[config.mk]
export PLATFORM = sky130hd
export DESIGN_NAME = terminal_key_escape_decoder
export DESIGN_NICKNAME = d
export VERILOG_FILES = /design/src/hdl/tked_pkg.sv /design/src/hdl/terminal_key_escape_decoder.sv
export SDC_FILE = /design/constraint.sdc
export NUM_CORES = 1
export LEC_CHECK = 0
export BUFFER_PORTS_ARGS = -buffer_cell sky130_fd_sc_hd__buf_2
export CORE_AREA = 10 10 96 106
export DETAILED_ROUTE_END_ITERATION = 7
export DIE_AREA = 0 0 106 116
export PLACE_DENSITY = 0.6
export SLEW_MARGIN = 10
export SYNTH_ARGS = -nofsm -noshare
export SYNTH_HDL_FRONTEND = slang
export SYNTH_SLANG_ARGS = --single-unit
[constraint.sdc]
create_clock -name clk -period 3.8 [get_ports clk]
set_clock_uncertainty 0.1 [all_clocks]
set_input_delay 0.38 -clock clk [delete_from_list [all_inputs] [get_ports clk]]
set_output_delay 0.38 -clock clk [all_outputs]
set_load 0.01 [all_outputs]
[src/hdl/tked_pkg.sv]
// types, constants and key lookup functions for the terminal key escape decoder
package tked_pkg;

	localparam logic [7:0] CH_ESC   = 8'h1B;
	localparam logic [7:0] CH_NL    = 8'h0A;
	localparam logic [7:0] CH_CR    = 8'h0D;
	localparam logic [7:0] CH_SS3   = 8'h4F;	// 'O'
	localparam logic [7:0] CH_CSI   = 8'h5B;	// '['
	localparam logic [7:0] CH_TILDE = 8'h7E;
	localparam logic [7:0] CH_HOME  = 8'h48;	// 'H'
	localparam logic [7:0] CH_END   = 8'h46;	// 'F'
	localparam logic [7:0] CH_UP    = 8'h41;	// 'A'
	localparam logic [7:0] CH_DOWN  = 8'h42;
	localparam logic [7:0] CH_RIGHT = 8'h43;
	localparam logic [7:0] CH_LEFT  = 8'h44;
	localparam logic [7:0] CH_F1    = 8'h50;	// 'P'
	localparam logic [7:0] CH_F4    = 8'h53;	// 'S'
	localparam logic [7:0] CH_ZERO  = 8'h30;
	localparam logic [7:0] CH_NINE  = 8'h39;

	localparam logic [6:0] ARG_MAX = 7'd99;

	localparam logic [4:0] KEY_HOME  = 5'd0;
	localparam logic [4:0] KEY_END   = 5'd1;
	localparam logic [4:0] KEY_UP    = 5'd2;
	localparam logic [4:0] KEY_DOWN  = 5'd3;
	localparam logic [4:0] KEY_RIGHT = 5'd4;
	localparam logic [4:0] KEY_LEFT  = 5'd5;
	localparam logic [4:0] KEY_PGUP  = 5'd6;
	localparam logic [4:0] KEY_PGDN  = 5'd7;
	localparam logic [4:0] KEY_F1    = 5'd8;
	localparam logic [4:0] KEY_F5    = 5'd12;
	localparam logic [4:0] KEY_F6    = 5'd13;
	localparam logic [4:0] KEY_F7    = 5'd14;
	localparam logic [4:0] KEY_F8    = 5'd15;
	localparam logic [4:0] KEY_F9    = 5'd16;
	localparam logic [4:0] KEY_F10   = 5'd17;
	localparam logic [4:0] KEY_F11   = 5'd18;
	localparam logic [4:0] KEY_F12   = 5'd19;
	localparam logic [7:0] KEY_CODE_MAX = 8'd19;

	typedef enum logic [1:0] {
		PH_IDLE = 2'd0,
		PH_ESC  = 2'd1,
		PH_SEQ  = 2'd2
	} phase_t;

	typedef struct packed {
		logic       is_key;
		logic [7:0] value;
		logic       last;
	} result_t;

	typedef struct packed {
		logic       hit;
		logic [4:0] code;
	} key_lookup_t;

	function automatic key_lookup_t tilde_key(input logic [6:0] arg);
		key_lookup_t k;
		k.hit = 1'b1;
		case (arg)
			7'd5:    k.code = KEY_PGUP;
			7'd6:    k.code = KEY_PGDN;
			7'd15:   k.code = KEY_F5;
			7'd17:   k.code = KEY_F6;
			7'd18:   k.code = KEY_F7;
			7'd19:   k.code = KEY_F8;
			7'd20:   k.code = KEY_F9;
			7'd21:   k.code = KEY_F10;
			7'd23:   k.code = KEY_F11;
			7'd24:   k.code = KEY_F12;
			default: begin
				k.hit  = 1'b0;
				k.code = KEY_HOME;
			end
		endcase
		return k;
	endfunction

	function automatic key_lookup_t final_key(input logic [7:0] b, input logic ss3,
			input logic [6:0] arg);
		key_lookup_t k;
		k.hit  = 1'b1;
		k.code = KEY_HOME;
		if (b == CH_HOME) begin
			k.code = KEY_HOME;
		end else if (b == CH_END) begin
			k.code = KEY_END;
		end else if (ss3) begin
			if (b >= CH_F1 && b <= CH_F4) begin
				k.code = KEY_F1 + 5'(b[1:0]);
			end else begin
				k.hit = 1'b0;
			end
		end else begin
			case (b)
				CH_UP:    k.code = KEY_UP;
				CH_DOWN:  k.code = KEY_DOWN;
				CH_RIGHT: k.code = KEY_RIGHT;
				CH_LEFT:  k.code = KEY_LEFT;
				CH_TILDE: k = tilde_key(arg);
				default:  k.hit = 1'b0;
			endcase
		end
		return k;
	endfunction

endpackage

[src/hdl/terminal_key_escape_decoder.sv]
// Terminal key escape decoder: raw terminal bytes in, characters and key codes out
//
// Input channel: in_valid / in_stall / in_byte, one raw terminal byte per transfer.
// Output channel: out_valid / out_stall / is_key, value, last. A byte gives zero,
// one or two results; last marks the final result of a byte. ESC, introducer and
// argument digits give none; a broken sequence gives ESC and then one character.
// Path: a byte taken into the input register is decoded there and its results are
// written into the result queue, whose head slot0 drives the output.
// Throughput: one byte per cycle while its results fit in the queue. The output side
// runs through a two-entry result queue, and a byte whose results do not fit there
// stalls the input. The sequence state (phase, introducer, decimal argument) is
// updated in the same cycle a byte moves from the input register into the queue.
// While out_stall is high results wait in the queue and in_stall rises as soon as
// the input register cannot empty; results are never dropped or repeated.
// Reset (arst_n low) empties the input register and the queue and returns the
// decoder to idle outside any sequence.
module terminal_key_escape_decoder (
	input  logic       clk,
	input  logic       arst_n,
	input  logic       in_valid,
	output logic       in_stall,
	input  logic [7:0] in_byte,
	output logic       out_valid,
	input  logic       out_stall,
	output logic       is_key,
	output logic [7:0] value,
	output logic       last
);

	logic                  valid_s1;
	logic [7:0]            byte_s1;
	tked_pkg::phase_t      phase_q, phase_nx;
	logic                  ss3_q, ss3_nx;
	logic [6:0]            arg_q, arg_nx;
	tked_pkg::result_t     slot0_q, slot1_q, slot0_nx, slot1_nx;
	logic [1:0]            count_q, count_nx;

	logic                  in_xfer, out_xfer, adv;
	logic [1:0]            n_res, rem;
	logic [2:0]            need;
	tked_pkg::result_t     r0, r1;
	tked_pkg::key_lookup_t key;
	logic [9:0]            arg_x;
	logic [9:0]            arg_sum;

	// decode of the byte in the input register
	always_comb begin
		phase_nx = phase_q;
		ss3_nx   = ss3_q;
		arg_nx   = arg_q;
		n_res    = 2'd0;
		r0       = '{is_key: 1'b0, value: tked_pkg::CH_ESC, last: 1'b0};
		r1       = '{is_key: 1'b0, value: byte_s1, last: 1'b1};
		arg_x    = {3'b000, arg_q};
		arg_sum  = (arg_x << 3) + (arg_x << 1) + {6'd0, byte_s1[3:0]};
		key      = tked_pkg::final_key(byte_s1, ss3_q, arg_q);
		case (phase_q)
			tked_pkg::PH_ESC: begin
				if (byte_s1 == tked_pkg::CH_SS3 || byte_s1 == tked_pkg::CH_CSI) begin
					ss3_nx   = (byte_s1 == tked_pkg::CH_SS3);
					arg_nx   = '0;
					phase_nx = tked_pkg::PH_SEQ;
				end else begin
					phase_nx = tked_pkg::PH_IDLE;
					n_res    = 2'd2;
				end
			end
			tked_pkg::PH_SEQ: begin
				if (byte_s1 >= tked_pkg::CH_ZERO && byte_s1 <= tked_pkg::CH_NINE) begin
					arg_nx = (arg_sum > {3'b000, tked_pkg::ARG_MAX}) ? tked_pkg::ARG_MAX
						: arg_sum[6:0];
				end else begin
					phase_nx = tked_pkg::PH_IDLE;
					if (key.hit) begin
						n_res = 2'd1;
						r0    = '{is_key: 1'b1, value: {3'b000, key.code}, last: 1'b1};
					end else begin
						// unknown final byte: ESC then the introducer, rest dropped
						n_res    = 2'd2;
						r1.value = ss3_q ? tked_pkg::CH_SS3 : tked_pkg::CH_CSI;
					end
				end
			end
			default: begin
				phase_nx = tked_pkg::PH_IDLE;
				if (byte_s1 == tked_pkg::CH_ESC) begin
					phase_nx = tked_pkg::PH_ESC;
				end else begin
					n_res = 2'd1;
					r0    = '{is_key: 1'b0,
						value: (byte_s1 == tked_pkg::CH_NL) ? tked_pkg::CH_CR : byte_s1,
						last: 1'b1};
				end
			end
		endcase
	end

	// result queue, slot0 is the head shown on the output
	assign out_valid = (count_q != 2'd0);
	assign is_key    = slot0_q.is_key;
	assign value     = slot0_q.value;
	assign last      = slot0_q.last;
	assign out_xfer  = out_valid && !out_stall;
	assign rem       = count_q - {1'b0, out_xfer};
	assign need      = {1'b0, rem} + {1'b0, n_res};
	assign adv       = valid_s1 && (need <= 3'd2);
	assign in_stall  = valid_s1 && !adv;
	assign in_xfer   = in_valid && !in_stall;

	always_comb begin
		slot0_nx = out_xfer ? slot1_q : slot0_q;
		slot1_nx = slot1_q;
		count_nx = rem;
		if (adv) begin
			count_nx = need[1:0];
			if (rem == 2'd0) begin
				slot0_nx = r0;
				slot1_nx = r1;
			end else if (n_res != 2'd0) begin
				// a byte with no results leaves a non-empty queue alone
				slot1_nx = r0;
			end
		end
	end

	always_ff @(posedge clk or negedge arst_n) begin
		if (!arst_n) begin
			valid_s1 <= 1'b0;
			count_q  <= 2'd0;
			phase_q  <= tked_pkg::PH_IDLE;
			ss3_q    <= 1'b0;
			arg_q    <= '0;
		end else begin
			count_q <= count_nx;
			if (in_xfer) begin
				valid_s1 <= 1'b1;
			end else if (adv) begin
				valid_s1 <= 1'b0;
			end
			if (adv) begin
				phase_q <= phase_nx;
				ss3_q   <= ss3_nx;
				arg_q   <= arg_nx;
			end
		end
	end

	always_ff @(posedge clk) begin
		if (in_xfer) begin
			byte_s1 <= in_byte;
		end
		slot0_q <= slot0_nx;
		slot1_q <= slot1_nx;
	end

endmodule

==> results.md <==
- PD cells: 701 mW/mm^2
- I/O Buffers: 23
- Worst path slowest cell: or4bb_1
- Die H: 116 um
- Worst setup SP type: register
- CP required: 3.32 ns
- Logic gate share of total power: 56.7%
- Area of the core: 0.00791 mm^2
- Layout Cell Area excl Fill: 0.00379 mm^2
- Detailed-route DRC error count: 0
- Final WS setup: 0.124 ns
- Hold WS: 0.149 ns
- Most frequent cell after synthesis: nand2_1
- Clock Pin Slew Worst Setup and Hold Paths: 0.08 ns
- Post-DP Area: 0.00356 mm^2
- Vias after detailed routing: 2722
- Status: finished clean
- Post-synth EDFFs: 18
- Largest net degree at the start of global routing: 21
- Fin crit share: 96.7%
- Synth Net Count: 378
- Final net count: 433
- Ant. Diodes: 0
- Max_slew headroom: 61.0%
- WS Path Type: register to output pin
- Fmax achieved: 0.272 GHz
- Mapped Cells: 346
- Synth area leader: edfxtp_1
- WL final: 7.61 mm
- Critical path fanouts, max: 8
- Warnings from Yosys: 0
- Dpl cells: 492
- WL per Instance: 14.9 um
- GR Overflow Total: 0
- Tightest Pin Transition: 0.570 ns
- Max-cap violations: 0
- Clock latency on the worst-skew pair: 0.30 ns
- Switching Share: 42.8%
- Post-Layout Cell Count: 510
- Final Max Slew Viols: 0
- Final HPWL DP: 5.93 mm
- Switching power total: 1.14 mW
- CTS root buf: clkbuf_8
- Clock H-tree levels: 2
- GP Congestion: 0.863
- # clock sinks: 41
- Share of layout cells above drive strength 1: 24.9%
- Number of synthesized register bits: 41
- Synth top cells by count: nand2_1 (33), nor2_1 (24), a21oi_1 (19), inv_1 (19), edfxtp_1 (18)
- Total GRT Usage: 12.7%
- Worst IR Drop VDD: 0.344 mV
- Clock Tree Buf Depth: 2
- Ys async rst share: 31.7%
- Final setup fails: 0
- Final ANT Viol Nets: 0
- Post-Synthesis Cell Area: 0.00314 mm^2
- Final Hold Fails: 0
- # IOs: 24
- Crit path DAT: 3.20 ns
- Syn_area_per_cell: 9.09 um^2
- Global-route wire length before repair: 13.3 mm
- Synth top area share: 17.2%
- P&R area growth vs syn: 20.5%
- Crit-path cells: or4bb_1, a21oi_1, a211o_1, a31oi_2, a21o_1, nand2_1, ha_2, fa_1, a21oi_2, buf_4, nand2b_4, inv_1, buf_2
- Int Power: 1.52 mW
- CTS Buf Count: 5
- Leakage: 1.64 nW
- Dpl ws: 0.00647 ns
- Initial Utilization: 39.7%
- Initial DRC Count: 87
- Clk pwr share: 11.5%
- Max incr delay on CP: 0.51 ns
- Top FF cell, synth: edfxtp_1
- Yosys cell types: 68
- TritonCTS clock tree: built
- Seq pwr share: 31.8%
- Vias/cell: 5.34
- Initial DRT Pass Iterations: 4
- Die Area: 0.0123 mm^2
- Sequential-to-total area share from yosys stat: 33.9%
- Initial antenna violation count: 0
- Hold WC Path Type: input port to register
- Die X: 106 um
- Vias in the first global route: 2741
- Top post-synthesis cells by area: edfxtp_1 (17%), dfrtp_1 (10%), ha_1 (6.8%)
- Post-layout util: 47.9%
- Final min period: 3.68 ns
- # rows: 34
- CP Capture Type: output pin
state kept, by name (all words and copies together), names as in the netlist:
signal,count
value,8
phase_q,2
byte_s1,8
arg_q,7
ss3_q,1
last,1
count_q,2
is_key,1
valid_s1,1
slot1_q,10
layout make-up:
class | instances | area [um^2]
Fill cell | 815 | 4120
Multi-Input combinational cell | 267 | 1960
Sequential cell | 41 | 1070
Timing Repair Buffer | 66 | 453
Tap cell | 108 | 135
Clock buffer | 6 | 82.6
Inverter | 20 | 77.6
Clock inverter | 2 | 13.8
cell families (layout without fill, tap and decap cells):
| group | after synthesis | count (layout) | share of synthesized area, % |
|---|---|---|---|
| simple gates | 130 | 130 | 23.5 |
| buf+inv | 38 | 94 | 5.33 |
| compound gates | 99 | 99 | 23.2 |
| xor+xnor | 9 | 9 | 2.51 |
| flops | 41 | 41 | 33.9 |
| mux | 8 | 8 | 2.55 |
| fa+ha+maj | 21 | 21 | 8.99 |
worst max-delay path, delay by kind of cell, from the launching register on:
family	cells	cell delay, ns
buf+inv	3	0.29
flops	1	0.45
fa+ha+maj	2	0.63
simple gates	3	0.69
compound gates	5	0.82
layer usage:
layer,GRT usage [%],part of all wire [%]
met3,2.39,4.9
met5,0,0
met2,19.5,46
met1,17.6,48
met4,4.43,1.8
final timing paths:
path / startpoint / end / slack (ns) / cells after the start
max: arg_q[3] / in_stall / 0.12 / 13
min in group asynchronous: arst_n / arg_q[3] / 0.40 / 2
min reg2reg: slot1_q[9] / is_key / 0.42 / 2
min: in_byte[0] / byte_s1[0] / 0.15 / 1
max reg2reg: arg_q[3] / arg_q[4] / 0.15 / 13
max in group asynchronous: arst_n / phase_q[0] / 2.95 / 2
power by group through the flow:
stage	combinational (mW)	sequential, mW	clock (mW)
2_1_floorplan	0.969	0.834	0
3_3_place_gp	1.39	0.855	0
3_5_place_dp	1.41	0.861	0
4_1_cts	1.42	0.852	0.313
5_1_grt	1.71	0.872	0.333
6_report	1.51	0.845	0.306
metrics by stage:
stage | total power [mW] | setup TNS (ns)
floorplan | 1.80 | 0
global placement | 2.25 | 0
detailed placement | 2.27 | 0
CTS | 2.59 | 0
global route | 2.91 | -0.0522
finish | 2.66 | 0
repair_timing:
action | in CTS | in global routing
buffers inserted | 2 | 7
resized for setup | 0 | 12
hold buffers | 1 | 0
endpoints found under the hold margin | 13 | 0
setup endpoints to repair | 2 | 9
pin swaps | 1 | 5
layout by cell type, fill, tap and decap left out, types with 6 or more instances in the layout:
cell | synthesis | layout
edfxtp_1 | 18 | 18
ha_1 | 17 | 16
buf_4 | 0 | 41
mux2i_1 | 8 | 8
clkbuf_8 | 0 | 6
a21oi_1 | 19 | 18
o21ai_0 | 17 | 17
o22ai_1 | 6 | 6
nand3_1 | 17 | 17
a21o_1 | 6 | 6
inv_1 | 19 | 19
buf_2 | 6 | 23
dfrtp_1 | 13 | 13
nor2_1 | 24 | 23
nand2_1 | 33 | 33
a2bb2oi_1 | 6 | 6
dfxtp_1 | 10 | 10
a211oi_1 | 6 | 6
Note: power is estimated with default switching activity, not from simulation.
